==> src/rtl/assert_macros.svh <==
// Assertion helpers shared by the RTL modules.
`ifndef ASSERT_MACROS_SVH
`define ASSERT_MACROS_SVH

// Checked on every rising edge while reset is released.
`define ASSERT_ON_CLK(label, clk, rstn, prop) \
    label: assert property (@(posedge clk) disable iff (!(rstn)) (prop)) \
        else $error("assertion failed");

// Checked on every rising edge, reset included.
`define ASSERT_ALWAYS(label, clk, prop) \
    label: assert property (@(posedge clk) (prop)) \
        else $error("assertion failed");

`endif

==> src/rtl/frpc_pkg.sv <==
`default_nettype none

package frpc_pkg;

    localparam int PATH_LIMIT_DEF = 4095;

    localparam int TDATA_IN_W  = 48;
    localparam int TUSER_IN_W  = 2;
    localparam int TDATA_OUT_W = 8;
    localparam int CFG_IDX_W   = 3;
    localparam int CFG_DATA_W  = 32;
    localparam int MAXPATH_W   = 12;

    typedef logic [2:0] status_t;
    localparam status_t ST_ACCEPT      = 3'd0;
    localparam status_t ST_DENIED      = 3'd1;
    localparam status_t ST_APPROVAL    = 3'd2;
    localparam status_t ST_UNSUPPORTED = 3'd3;
    localparam status_t ST_INVALID     = 3'd4;
    localparam status_t ST_TRAVERSAL   = 3'd5;
    localparam status_t ST_BUDGET      = 3'd6;

    typedef logic [1:0] op_t;
    localparam op_t OP_HEADER = 2'd0;
    localparam op_t OP_BYTE   = 2'd1;
    localparam op_t OP_END    = 2'd2;

    typedef logic [2:0] opn_t;
    localparam opn_t OPN_READ   = 3'd0;
    localparam opn_t OPN_WRITE  = 3'd1;
    localparam opn_t OPN_DELETE = 3'd2;
    localparam opn_t OPN_LIST   = 3'd3;
    localparam opn_t OPN_RENAME = 3'd4;
    localparam opn_t OPN_MKDIR  = 3'd5;

    typedef logic [CFG_IDX_W-1:0] cfg_idx_t;
    localparam cfg_idx_t CFG_ALLOW_READ   = 3'd0;
    localparam cfg_idx_t CFG_ALLOW_WRITE  = 3'd1;
    localparam cfg_idx_t CFG_ALLOW_MANAGE = 3'd2;
    localparam cfg_idx_t CFG_MAX_PATH     = 3'd3;
    localparam cfg_idx_t CFG_MAX_TRANSFER = 3'd4;

    localparam logic [7:0] CH_SLASH     = 8'h2F;
    localparam logic [7:0] CH_BACKSLASH = 8'h5C;
    localparam logic [7:0] CH_DOT       = 8'h2E;
    localparam logic [7:0] CH_SPACE     = 8'h20;

    // Control from the request sequencer to the path tracker.
    typedef struct packed {
        logic take;
        logic clear;
    } path_ctrl_t;

endpackage

`default_nettype wire

==> src/rtl/frpc_path_track.sv <==
`default_nettype none

`include "assert_macros.svh"

module frpc_path_track #(
    parameter int PATH_LIMIT = frpc_pkg::PATH_LIMIT_DEF
) (
    input  wire                                aclk,
    input  wire                                aresetn,
    input  frpc_pkg::path_ctrl_t               ctrl,
    input  wire [7:0]                          path_char,
    input  wire [frpc_pkg::MAXPATH_W-1:0]      len_limit,
    output frpc_pkg::status_t                  path_result
);
    import frpc_pkg::*;

    // Length saturates at PATH_LIMIT + 1.
    localparam int LEN_W = $clog2(PATH_LIMIT + 2);
    localparam int CMP_W = (LEN_W > MAXPATH_W) ? LEN_W : MAXPATH_W;
    localparam logic [LEN_W-1:0] LEN_MAX = LEN_W'(PATH_LIMIT);

    logic [LEN_W-1:0] len_reg, len_next;
    logic             sws_reg, sws_next;
    logic             prev_slash_reg, prev_slash_next;
    logic             bad_reg, bad_next;
    logic [1:0]       seg_len_reg, seg_len_next;
    logic             all_dots_reg, all_dots_next;
    logic             trav_reg, trav_next;

    logic slash;
    logic seg_dots;
    logic too_long;

    assign slash    = (path_char == CH_SLASH);
    assign seg_dots = all_dots_reg && (seg_len_reg == 2'd1 || seg_len_reg == 2'd2);
    assign too_long = (CMP_W'(len_reg) > CMP_W'(len_limit)) || (len_reg > LEN_MAX);

    always_comb begin
        len_next        = len_reg;
        sws_next        = sws_reg;
        prev_slash_next = prev_slash_reg;
        bad_next        = bad_reg;
        seg_len_next    = seg_len_reg;
        all_dots_next   = all_dots_reg;
        trav_next       = trav_reg;
        if (ctrl.clear) begin
            len_next        = '0;
            sws_next        = 1'b0;
            prev_slash_next = 1'b0;
            bad_next        = 1'b0;
            seg_len_next    = 2'd0;
            all_dots_next   = 1'b1;
            trav_next       = 1'b0;
        end else if (ctrl.take) begin
            if (path_char < CH_SPACE || path_char == CH_BACKSLASH ||
                (slash && prev_slash_reg && len_reg != '0)) begin
                bad_next = 1'b1;
            end
            if (len_reg == '0) begin
                sws_next = slash;
            end else if (slash) begin
                // A finished segment of one or two dots is a traversal.
                if (seg_dots) begin
                    trav_next = 1'b1;
                end
                seg_len_next  = 2'd0;
                all_dots_next = 1'b1;
            end else begin
                if (seg_len_reg != 2'd3) begin
                    seg_len_next = seg_len_reg + 2'd1;
                end
                if (path_char != CH_DOT) begin
                    all_dots_next = 1'b0;
                end
            end
            prev_slash_next = slash;
            if (len_reg <= LEN_MAX) begin
                len_next = len_reg + 1'b1;
            end
        end
    end

    always_comb begin
        if (len_reg == '0 || too_long || !sws_reg ||
            (len_reg > LEN_W'(1) && prev_slash_reg) || bad_reg) begin
            path_result = ST_INVALID;
        end else if (trav_reg || seg_dots) begin
            path_result = ST_TRAVERSAL;
        end else begin
            path_result = ST_ACCEPT;
        end
    end

    always_ff @(posedge aclk) begin
        if (!aresetn) begin
            len_reg        <= '0;
            sws_reg        <= 1'b0;
            prev_slash_reg <= 1'b0;
            bad_reg        <= 1'b0;
            seg_len_reg    <= 2'd0;
            all_dots_reg   <= 1'b1;
            trav_reg       <= 1'b0;
        end else begin
            len_reg        <= len_next;
            sws_reg        <= sws_next;
            prev_slash_reg <= prev_slash_next;
            bad_reg        <= bad_next;
            seg_len_reg    <= seg_len_next;
            all_dots_reg   <= all_dots_next;
            trav_reg       <= trav_next;
        end
    end

    // Segment bytes are only counted once the leading byte has been taken.
    `ASSERT_ON_CLK(a_seg_needs_len, aclk, aresetn, (seg_len_reg != 2'd0) |-> (len_reg != '0))
    // The length never passes its saturation point.
    `ASSERT_ON_CLK(a_len_sat, aclk, aresetn, len_reg <= LEN_W'(PATH_LIMIT + 1))

endmodule

`default_nettype wire
==> config.mk <==
export PLATFORM = sky130hd
export DESIGN_NAME = frpc_path_track
export DESIGN_NICKNAME = d
export VERILOG_FILES = /design/src/rtl/frpc_pkg.sv /design/src/rtl/frpc_path_track.sv
export VERILOG_INCLUDE_DIRS = /design/src /design/src/rtl
export SDC_FILE = /design/constraint.sdc
export NUM_CORES = 1
export LEC_CHECK = 0
export BUFFER_PORTS_ARGS = -buffer_cell sky130_fd_sc_hd__buf_2
export CAP_MARGIN = 30
export CORE_MARGIN = 2
export CORE_UTILIZATION = 50
export CTS_BUF_LIST = sky130_fd_sc_hd__clkbuf_4 sky130_fd_sc_hd__clkbuf_8 sky130_fd_sc_hd__clkbuf_16
export DETAILED_ROUTE_END_ITERATION = 8
export PLACE_DENSITY = 0.69
export SYNTH_ARGS = -nofsm -noshare
export SYNTH_HDL_FRONTEND = slang
export SYNTH_SLANG_ARGS = --single-unit
==> constraint.sdc <==
create_clock -name aclk -period 2.5 [get_ports aclk]
set_input_delay 0.25 -clock aclk [delete_from_list [all_inputs] [get_ports aclk]]
set_output_delay 0.25 -clock aclk [all_outputs]
set_load 0.1 [all_outputs]
Word level (Yosys, flattened, before mapping)
Cells that the tools add are included.

Flip-flop bits (word level): 20. Output and inout bits: 3. Logic and storage cells: 53.

Add/subtract/negate cells: 2. $lt $le $gt $ge: 5. Eq/ne operators: 6. Multiplexer cells: 6. Bitwise operators: 2. Reduce and logical (&&, ||, !) cells: 25.

Operators by type and width (number): adder 13 x 1 -> 13 bit (second input constant) (1); > comparator 13 x 1 -> 1 bit (second input constant) (1); > comparator 13 x 12 -> 1 bit (1); > comparator 13 x 12 -> 1 bit (second input constant) (1); less-or-equal comparator 13 x 12 -> 1 bit (second input constant) (1); logical NOT 13 bit (1); nonzero test 13 bit (1); logical OR 1 bit (9); == test 8 x 6 -> 1 bit (second input constant) (1); == test 8 x 7 -> 1 bit (second input constant) (1); < comparator 8 x 6 -> 1 bit (second input constant) (1); inequality test 8 x 6 -> 1 bit (second input constant) (1); 2-to-1 mux 3 bit (2); AND reduction 2 bit (3); AND reduction 3 bit (2); logical AND 1 bit (4); 2-to-1 mux 2 bit (2); AND reduction 4 bit (1); nonzero test 2 bit (2); adder 2 x 1 -> 2 bit (second input constant) (1); == test 2 x 1 -> 1 bit (second input constant) (1); == test 2 bit (second input constant) (1); 2-to-1 mux 1 bit (2); inequality test 2 bit (second input constant) (1); other kinds (3) (4).

Logic depth before layout (Yosys ltp)
Gate-level depths: netlist of run 1.

Depth in word-level cells: 7. Depth in mapped cells: 7. Mapped depth without buffers: 7.

Worst setup path after synthesis of run 1
No wires, ideal clock.

Kind: register to output. Start: reg len_reg[3]. End: out path_result[0]. Arrival time: 3.326 ns. Setup slack: -1.076 ns. Stages on the path, launching flop included: 7. Path buffers: 0. Path through: dfxtp_1 ha_1 a21o_1 a21oi_1 a211oi_1 a211o_1 nor3_1.

Cells in the longest elaborated chain, start to end: 7.

Ends and longest elaborated chain: start: declaration (RTL line frpc_path_track.sv:22) `logic [LEN_W-1:0] len_reg, len_next;`; start signal: assignment (RTL line frpc_path_track.sv:104) `len_reg <= len_next;`; > comparator 13 x 12 -> 1 bit (RTL line frpc_path_track.sv:36) `assign too_long = (CMP_W'(len_reg) > CMP_W'(len_limit)) || (len_reg > LEN_MAX);`; logical OR 1 bit (RTL line frpc_path_track.sv:36); logical OR 1 bit (2 in a row) (RTL line frpc_path_track.sv:84) `if (len_reg == '0 || too_long || !sws_reg ||`; logical OR 1 bit (*) (RTL line frpc_path_track.sv:84); logical OR 1 bit (*) (RTL line frpc_path_track.sv:85) `(len_reg > LEN_W'(1) && prev_slash_reg) || bad_reg) begin`; 2-to-1 mux 3 bit (*) (RTL line frpc_path_track.sv:84); end: declaration (RTL line frpc_path_track.sv:13) `output frpc_pkg::status_t path_result`.

Mark *: on every way between the ends. The rest lies on a longest branch, timed or not.

Worst setup path after layout of run 1
Start: reg len_reg[11]. End: out path_result[2].

Same word-level chain as after synthesis.

==> results.md, run 1 <==
* Post-Route WL at roughly 3.3 mm
* Synth Net Count at ~220
* Initial Utilization at between 50 and 60%
* Clk_lat worst skew at about 0.3 ns
* CP Buf/Inv Count at 1
* CTS Buf Count at 3
* Gr usage total at roughly a fifth
* Root buffer cell: clkbuf_4
* Cell Pwr Density at roughly 330 nW/um^2
* Filler cell count at between 200 and 250
* Die Span Y at 57.0 um
* Cell Area, Placed at around 1600 um^2
* Synth Warn # at 0
* Total area of sequential cells at 427 um^2
* ANT cells at 0
* Cell Area, Synth at 1400 um^2
* Initial DRC Count at 60
* Unique cell type count in the Yosys netlist at 42
* Cells after synthesis at around 180
* CTS Buffer Depth at 2
* Die area at 3250 um^2
* DRT Pass-1 Iters at 4
* Critical path required time at ~2.3 ns
* TritonCTS clock tree: done
* Clock-pin slew on the worst setup and hold paths at 0.12 ns
* Register area share after synthesis at approximately 29%
* Status: completed
* Largest net degree at the start of global routing at 18
* Post-route antenna net violation count at 0
* Tmin final at roughly 2.5 ns
* Crit path max-delay cell type: or3b_4
* Mean post-synth cell area at 8.02 um^2
* Max FO, Critical Path at 5
* Synth-to-layout area growth at 28.3%
* Min Hold Slack at about 0.24 ns
* Setup crit end kind: primary output
* Core Box Area at between 2000 and 3000 um^2
* Area occupied by multi-input gates at 1010 um^2
* Tightest Pin Transition at 0.699 ns
* Fin crit share at between 90% and 100%
* Final Power at 0.599 mW
* PortBufs at 25
* Final Hold Viols at 0
* Startpoint Class: flop
* Dpl hpwl at approximately 2.5 mm
* Max Clock Skew at 0.00168 ns
* First-pass GRT wire length at about 5.4 mm
* Max cap viols at 0
* WP data arrival at between 2 and 2.5 ns
* Number of H-tree levels at 1
* WL per Instance at 14.0 um
* Max VDD drop at around 230 uV
* Main flop type after synthesis: dfxtp_1
* Min-Delay Path Class: input port to flop
* Via-per-instance ratio at roughly 5.7
* Vias at 1374
* I/O pin count at 27
* Congestion Overflow GR at 0
* Max FFs per register at 13
* Place WS at between 0.2 and 0.25 ns
* Util after Layout at about two thirds
* Commonest non-fill, non-tap cell in the layout: buf_2
* Antenna violations before repair at 0
* Final slew viol count at 0
* Commonest non-fill, non-tap cells in the layout: 23 x buf_2, 19 x nor2_1, 17 x inv_1
* Chip Width at about 57 um
* Synth Register Bits at 20
* Crit-path max cell delay at roughly 0.43 ns
* Setup CP Type: flop to primary output
* Cell Rows at 19
* Setup violators final at 0
* Fmax achieved at 406 MHz
* Remaining DRCs at 0
* Vias in the first global route at around 1300
* Asr flop ratio synth at 0%
* Crit path max-delay family: simple AND/OR/NAND/NOR gates
* Post-route setup slack at between 0.03 and 0.04 ns
* Post-synth EDFFs at 0
* Worst relative slew slack at between 50% and 60%
* Reg2reg setup slack at ~0.62 ns
* Design area at around 1800 um^2
* TritonCTS Sinks at 20
* Fraction of layout cells with a size suffix above 1 at around 30%
* Crit path cell chain: ha_1 > nand4b_1 > nor3_1 > a21oi_1 > or3b_4 > buf_12
* P_leak at about 0.75 nW
* Nets at about 250
* Gpl congestion at between 0.9 and 1
-- worst register-to-register path: stages (launching register included) --
cell and delay [ns]:
dfxtp_4 0.42, ha_1 0.19, nand3_1 0.11, buf_4 0.16
and2_1 0.19, a21oi_1 0.36, a21oi_1 0.11, a311oi_1 0.25
-- synth_stat cells (all sizes together), types with 4 or more instances --
library cell  count  area share [%]
a211oi            4             2.1
ha               16              14
inv              17             4.5
nor2             19             5.1
dfxtp            20              29
or3               5             2.2
nor4              4             3.7
xor2              4             2.5
nand3             9             3.2
nand2            12             3.2
o21ai             6             2.4
a21oi            11             3.9
xnor2             5             3.1
nor3              6             2.1
-- per-stage QoR --
stage | std cells | setup TNS [ns]
5_1_grt | 239 | -0.0615
2_1_floorplan | 175 | 0
6_report | 239 | 0
3_5_place_dp | 230 | 0
3_3_place_gp | 230 | 0
4_1_cts | 237 | 0
-- area by class of cell --
cell class	instances	area share, %
Timing Repair Buffer	32	12.2
Clock buffer	4	2.02
Multi-Input combinational cell	135	56.4
Inverter	17	3.54
Tap cell	31	2.15
Sequential cell	20	23.7
-- metal layers --
layer	wire length (um)	track usage, %	part of all wire (%)
met1	1450	25.9	43
met2	1740	37.4	52
met3	128	2.72	3.8
met4	26	5.98	0.78
met5	0	0	0
-- kinds of logic (layout without fill, tap and decap cells) --
kind of cell,after synthesis,in the layout,share of synthesized area (%)
AOI/OAI and AO/OA,35,35,16.2
xor gates and xnor gates,9,9,5.61
adders and majority gates,16,16,14.3
buffers and inverters,20,53,5.62
DFF,20,20,28.5
muxes,2,2,1.43
other,1,1,0.267
and+or+nand+nor,72,72,28.1
-- power breakdown --
| group | internal [mW] | switching [mW] |
|---|---|---|
| Sequential | 0.314 | 0.00194 |
| Clock | 0.0888 | 0.108 |
| Combinational | 0.0363 | 0.0496 |
| Total | 0.439 | 0.159 |
-- path summary, 6_finish.rpt --
path                                       end        start  cells past startpoint
worst max-delay path            path_result[2]  len_reg[11]                      6
worst min-delay path              all_dots_reg      ctrl[0]                      3
worst max register to register     len_reg[11]   len_reg[1]                      7
worst min register to register        trav_reg     trav_reg                      2
-- what timing repair did --
action                                  CTS  global route
pin swaps                                 1             6
buffers inserted                          3             2
hold buffers                              0             0
endpoints found under the setup margin    1             2
gates resized for setup                  18             9
Power figures use the tool's default switching activity.
==> run 2, diff against run 1 <==
Settings changed: ABC_AREA set to 1, ABC_CLOCK_PERIOD_IN_PS set to 2500, PLACE_DENSITY 0.69 to 0.68, TNS_END_PERCENT set to 5.
==> results.md, run 2 <==
* Status: completed
* Post-route setup slack at around 0.19 ns
* Gr usage total at approximately a fifth
* Min-Delay Path Class: input port to flop
* Via-per-instance ratio at approximately 4.8
* Remaining DRCs at 0
* Post-synth top area share at between 20% and 30%
* Setup CP Type: flop to primary output
* Startpoint Class: flop
* Post-route antenna net violation count at 0
* Unrepaired setup endpoints after global routing: no
* Clk_lat worst skew at ~0.3 ns
* Comb pwr share at 14.6%
* Vias in the first global route at ~1500
* Cells after synthesis at about 270
* WL per Instance at approximately 11 um
* Crit path max-delay cell type: dfxtp_1
* Clock-pin slew on the worst setup and hold paths at between 0.1 and 0.15 ns
* Util after Layout at between 50 and 60%
* Origin of the critical flop-to-flop path: len_reg[0]
* Min Hold Slack at about 0.23 ns
* Top-count cell post-synth: nand2_1
* DRT Pass-1 Iters at 4
* Max FFs per register at 13
* Max Clock Skew at between 0.002 and 0.003 ns
* Commonest non-fill, non-tap cell in the layout: nand2_1
* Largest net degree at the start of global routing at 20
* Congestion Overflow GR at 0
* First-pass GRT wire length at 6.52 mm
* Post-Route WL at approximately 3.7 mm
* Critical path required time at about 2.3 ns
* Vias at ~1600
* Gpl congestion at slightly below 0.9
* Final Hold Viols at 0
* CTS Buffer Depth at 2
* Sw Pwr at approximately 0.16 mW
* TritonCTS Sinks at 20
* Synth Warn # at 0
* Root buffer cell: clkbuf_4
* Fmax achieved at roughly 430 MHz
* Place WS at around 0.39 ns
* Cell Area, Synth at roughly 1800 um^2
* Hold Path Depth at 3
* Initial DRC Count at 69
* Top cell type by total area after synthesis: dfxtp_1
* Mean post-synth cell area at ~6.6 um^2
* Crit-path max cell delay at between 0.3 and 0.4 ns
* Commonest non-fill, non-tap cells in the layout: 73 x nand2_1, 36 x inv_1, 30 x nor2_1
* Setup TNS at 0 ns
* Fin crit share at between 90 and 100%
* I/O pin count at 27
* Die area at 4000 um^2
* Synth top area cells: dfxtp_1 23%, nand2_1 16%, ha_1 11%, inv_1 7.7%, nand3_2 6.8%
* Int Pwr at approximately 0.44 mW
* Synth Net Count at about 310
* ANT cells at 0
* PortBufs at 25
* Min-delay src: ctrl[0]
* Critical path's most frequent cell: nand2_1
* WP data arrival at 2.06 ns
* Crit path cell chain: ha_1 > nand2_1 > inv_1 > nand3_1 > nor3_1 > nand2_1 > nand2_1 > nand2_1 > nand3_1 > clkbuf_4
* Asr flop ratio synth at 0%
* Register area share after synthesis at a little under a quarter
* Cell Rows at 21
* Initial Utilization at between 50% and 60%
* Synth-to-layout area growth at 11.8%
* Number of H-tree levels at 1
* Power share of the sequential group at 54.0%
* Path depth of the worst reg2reg path at 11
* Synth Register Bits at 20
* Antenna violations before repair at 0
* Setup violators final at 0
* Power share of the clock group at 31.4%
* Crit path max-delay family: simple AND/OR/NAND/NOR gates
* Reg2reg setup slack at roughly 0.6 ns
* Sw Ratio at a little over a quarter
* Setup crit end kind: primary output
* Hold Path End: all_dots_reg
* Max cap viols at 0
* Nets at approximately 330
* Unique cell type count in the Yosys netlist at 28
* Tmin final at ~2.3 ns
* RR Endpoint: len_reg[8]
* Post-synth EDFFs at 0
* CP Buf/Inv Count at 2
* Core Box Area at 3360 um^2
* Main flop type after synthesis: dfxtp_1
* Dpl hpwl at ~3 mm
* Final slew viol count at 0
* TritonCTS clock tree: done
* Chip Width at 63.2 um
* P_leak at between 0.8 and 0.9 nW
* Max VDD drop at roughly 230 uV
* # Post-CTS Setup Buffers at 0
* Fraction of layout cells with a size suffix above 1 at roughly 24%
* Most frequent cells after synthesis: 73 x nand2_1, 36 x inv_1, 31 x nor2_1
* Max FO, Critical Path at 6
* CTS Buf Count at 3
* Die Span Y at between 60 and 70 um
* Cell Pwr Density at between 300 and 400 nW/um^2
==> run 2: worst register-to-register path: stages, from the launching register on <==
cell	delay, ns
dfxtp_2	0.42
ha_2	0.25
inv_1	0.05
nor2_1	0.12
nand2_2	0.10
nor2_4	0.13
inv_2	0.05
nand2_4	0.06
buf_4	0.23
nand2_2	0.20
nand2_1	0.13
a21oi_2	0.05
==> run 2: area by class of cell <==
cell class | count | area (um^2)
sequential | 20 | 404
inverter | 38 | 143
multi-input combinational | 201 | 1160
tap | 46 | 57.6
timing repair buffer | 28 | 165
fill | 361 | 1400
clock buffer | 4 | 36.3
==> run 2: per-stage QoR <==
stage / power [mW] / cell area, um^2 / cells
detailed placement: 0.419 / 1920 / 333
finish: 0.600 / 1960 / 337
global route: 0.637 / 1960 / 337
global placement: 0.419 / 1920 / 333
floorplan: 0.392 / 1760 / 266
CTS: 0.609 / 1950 / 337
==> run 2: kinds of logic after synthesis <==
logic type / Yosys count / share of synthesized area (%)
DFF: 20 / 22.8
xor gates and xnor gates: 6 / 3.00
adders and majority gates: 16 / 11.4
buffers and inverters: 45 / 11.6
AOI/OAI and AO/OA: 28 / 10.3
other: 1 / 0.214
and+or+nand+nor: 150 / 40.7
==> run 2: per-layer routing <==
metal	global-route usage, %	share of wire, %
met2	34.4	45
met1	26.1	49
met4	4.89	1.5
met3	4.46	4.2
met5	0	0
==> run 2: worst max-delay path by stage <==
stage / slack [ns] / cells after the start / start / endpoint
2_1_floorplan: 0.08 / 11 / len_reg[0] / path_result[0]
3_3_place_gp: 0.42 / 12 / len_reg[0] / path_result[0]
3_5_place_dp: 0.39 / 12 / len_reg[0] / path_result[0]
4_1_cts: 0.03 / 12 / len_reg[0] / path_result[0]
5_1_grt: 0.003 / 12 / len_reg[0] / path_result[0]
6_report: 0.19 / 10 / len_reg[8] / path_result[2]
==> run 2: repair_timing <==
| item | CTS | global route |
|---|---|---|
| resized for setup | 0 | 5 |
| setup endpoints to repair | 0 | 2 |
| hold buffers | 0 | 0 |
==> run 2: power by group through the flow <==
stage / clock (mW) / sequential (mW) / combinational, mW
floorplan: 0 / 0.331 / 0.0615
global placement: 0 / 0.331 / 0.0877
detailed placement: 0 / 0.331 / 0.0878
CTS: 0.196 / 0.324 / 0.0884
global route: 0.211 / 0.325 / 0.101
finish: 0.188 / 0.324 / 0.0877
==> run 3, diff against run 2 <==
Settings changed: ABC_CLOCK_PERIOD_IN_PS 2500 to 2000, CELL_PAD_IN_SITES_DETAIL_PLACEMENT set to 1, CELL_PAD_IN_SITES_GLOBAL_PLACEMENT set to 2, CORE_ASPECT_RATIO set to 0.9, CORE_UTILIZATION 50 to 28, PLACE_DENSITY 0.68 to 0.72.
Clock period 2.5 ns to 2 ns, I/O delays scaled along.
==> results.md, run 3 (synthesis gave the netlist of run 2 again) <==
* Fin crit share at 101%
* Commonest non-fill, non-tap cells in the layout: 69 x nand2_1, 35 x inv_1, 26 x nor2_1
* Critical path required time at ~1.8 ns
* Min-delay src: ctrl[0]
* First-pass GRT wire length at 8.09 mm
* Setup crit end kind: primary output
* Clk_lat worst skew at 0.26 ns
* Hold Path Depth at 3
* Hold Path End: all_dots_reg
* Failing checks: setup timing
* I/O pin count at 27
* Unrepaired setup endpoints after global routing: yes
* Setup CP Type: flop to primary output
* Reg2reg setup slack at about 0.29 ns
* Cell Rows at 27
* Origin of the critical flop-to-flop path: len_reg[7]
* Tmin final at 2.03 ns
* Via-per-instance ratio at 4.56
* Routed wl met3 at about 96 um
* Min-Delay Path Class: input port to flop
* Commonest non-fill, non-tap cell in the layout: nand2_1
* PortBufs at 25
* Final Power at around 0.85 mW
* Hold buffers post-CTS at 0
* Final Hold Viols at 0
* Fraction of layout cells with a size suffix above 1 at roughly 35%
* Initial DRC Count at 36
* Core Box Area at between 6000 and 7000 um^2
* Max cap viols at 0
* Top Layer Used: met4
* Clock-pin slew on the worst setup and hold paths at 0.08 ns
* Max Clock Skew at about 0.00098 ns
* Fmax achieved at about 490 MHz
* RR Endpoint: len_reg[10]
* WP data arrival at 1.83 ns
* Max VDD drop at 313 uV
* Setup violators final at 1
* Max FO, Critical Path at 7
* Die Span Y at a little under 80 um
* DRT Pass-1 Iters at 4
* WL per Instance at about 13 um
* Synth-to-layout area growth at 29.7%
* Min Hold Slack at ~0.20 ns
* Final slew viol count at 0
* Remaining DRCs at 0
* Initial Utilization at 28.8%
* Antenna violations before repair at 0
* Util after Layout at 37.4%
* Nets at between 300 and 400
* Post-route setup slack at -0.0285 ns
* Congestion Overflow GR at 0
* Metal1 wirelength at around 2.6 mm
* CTS Buffer Depth at 2
* Largest net degree at the start of global routing at 17
* TritonCTS Sinks at 20
* Post-route antenna net violation count at 0
* Cell Pwr Density at around 380 nW/um^2
* Max FFs per register at 13
* Vias at 1720
* Gr usage total at 14.7%
* Die area at 6910 um^2
* ANT cells at 0
* Dpl hpwl at around 3.8 mm
* Root buffer cell: clkbuf_8
* Chip Width at about 90 um
* Number of H-tree levels at 1
* Path depth of the worst reg2reg path at 11
* Vias in the first global route at between 1500 and 2000
* Startpoint Class: flop
* Status: finished, violations left
* Gpl congestion at 0.850
* TritonCTS clock tree: done
* P_leak at approximately 0.98 nW
* Routed met2 length at 2.12 mm
* Post-Route WL at approximately 4.8 mm
* CTS Buf Count at 3
run 3: changes by cell type in the layout (fill, tap and decap cells not counted), moves of 4 or more:
| cell | change |
|---|---|
| buf_4 | +13 |
| nand2_1 | -4 |
| dfxtp_1 | -6 |
| nand2_2 | +4 |
| clkbuf_4 | -4 |
| nor2_1 | -4 |
| ha_4 | +5 |
| ha_1 | -4 |
| dfxtp_4 | +4 |
run 3: critical path, stage by stage, from the launching register on:
cell and delay (ns):
dfxtp_2 0.38, ha_1 0.28, nand2_1 0.10, nor3_4 0.21
nand3_1 0.12, nand2_2 0.12, nand2_2 0.07, nor2_4 0.11
buf_12 0.18
run 3: how the worst max path moves through the flow:
stage / startpoint / to / slack (ns) / cells past startpoint
detailed placement: len_reg[9] / path_result[0] / 0.05 / 8
global route: len_reg[2] / path_result[0] / -0.14 / 11
finish: len_reg[9] / path_result[0] / -0.03 / 8
global placement: len_reg[2] / path_result[0] / 0.11 / 11
CTS: len_reg[8] / path_result[0] / -0.08 / 10
floorplan: len_reg[1] / path_result[0] / 0.03 / 11
run 3: cell type report:
class / count / area, um^2
Fill cell: 774 / 3800
Multi-Input combinational cell: 201 / 1280
Sequential cell: 20 / 422
Timing Repair Buffer: 42 / 287
Inverter: 38 / 143
Tap cell: 72 / 90.1
Clock buffer: 4 / 55.1
run 3: metal layers:
metal,GRT usage (%),vias to the layer above
met5,0,-
met4,1.85,0
met3,2.91,2
met2,22.1,11
met1,22.0,789
li1,-,918
run 3: where the power goes:
part | internal, mW | switching [mW] | total (mW) | leakage, nW
registers | 0.397 | 0.00339 | 0.400 | 0.167
logic | 0.0473 | 0.0815 | 0.129 | 0.784
clock network | 0.176 | 0.150 | 0.325 | 0.0288
run 3: what timing repair did:
| item | 4_1_cts | 5_1_grt |
|---|---|---|
| cloned | 0 | 0 |
| setup endpoints to repair | 2 | 2 |
| resized for setup | 15 | 15 |
| pin swaps | 6 | 6 |
| buffers inserted | 2 | 0 |
run 3: stage by stage:
step | worst slack (ns) | instance area [um^2] | TNS, ns | std cells
4_1_cts | -0.0775 | 2210 | -0.106 | 377
5_1_grt | -0.139 | 2280 | -0.221 | 377
2_1_floorplan | 0.0296 | 1790 | 0 | 266
3_3_place_gp | 0.107 | 2080 | 0 | 371
6_report | -0.0285 | 2280 | -0.0285 | 377
3_5_place_dp | 0.0496 | 2080 | 0 | 371
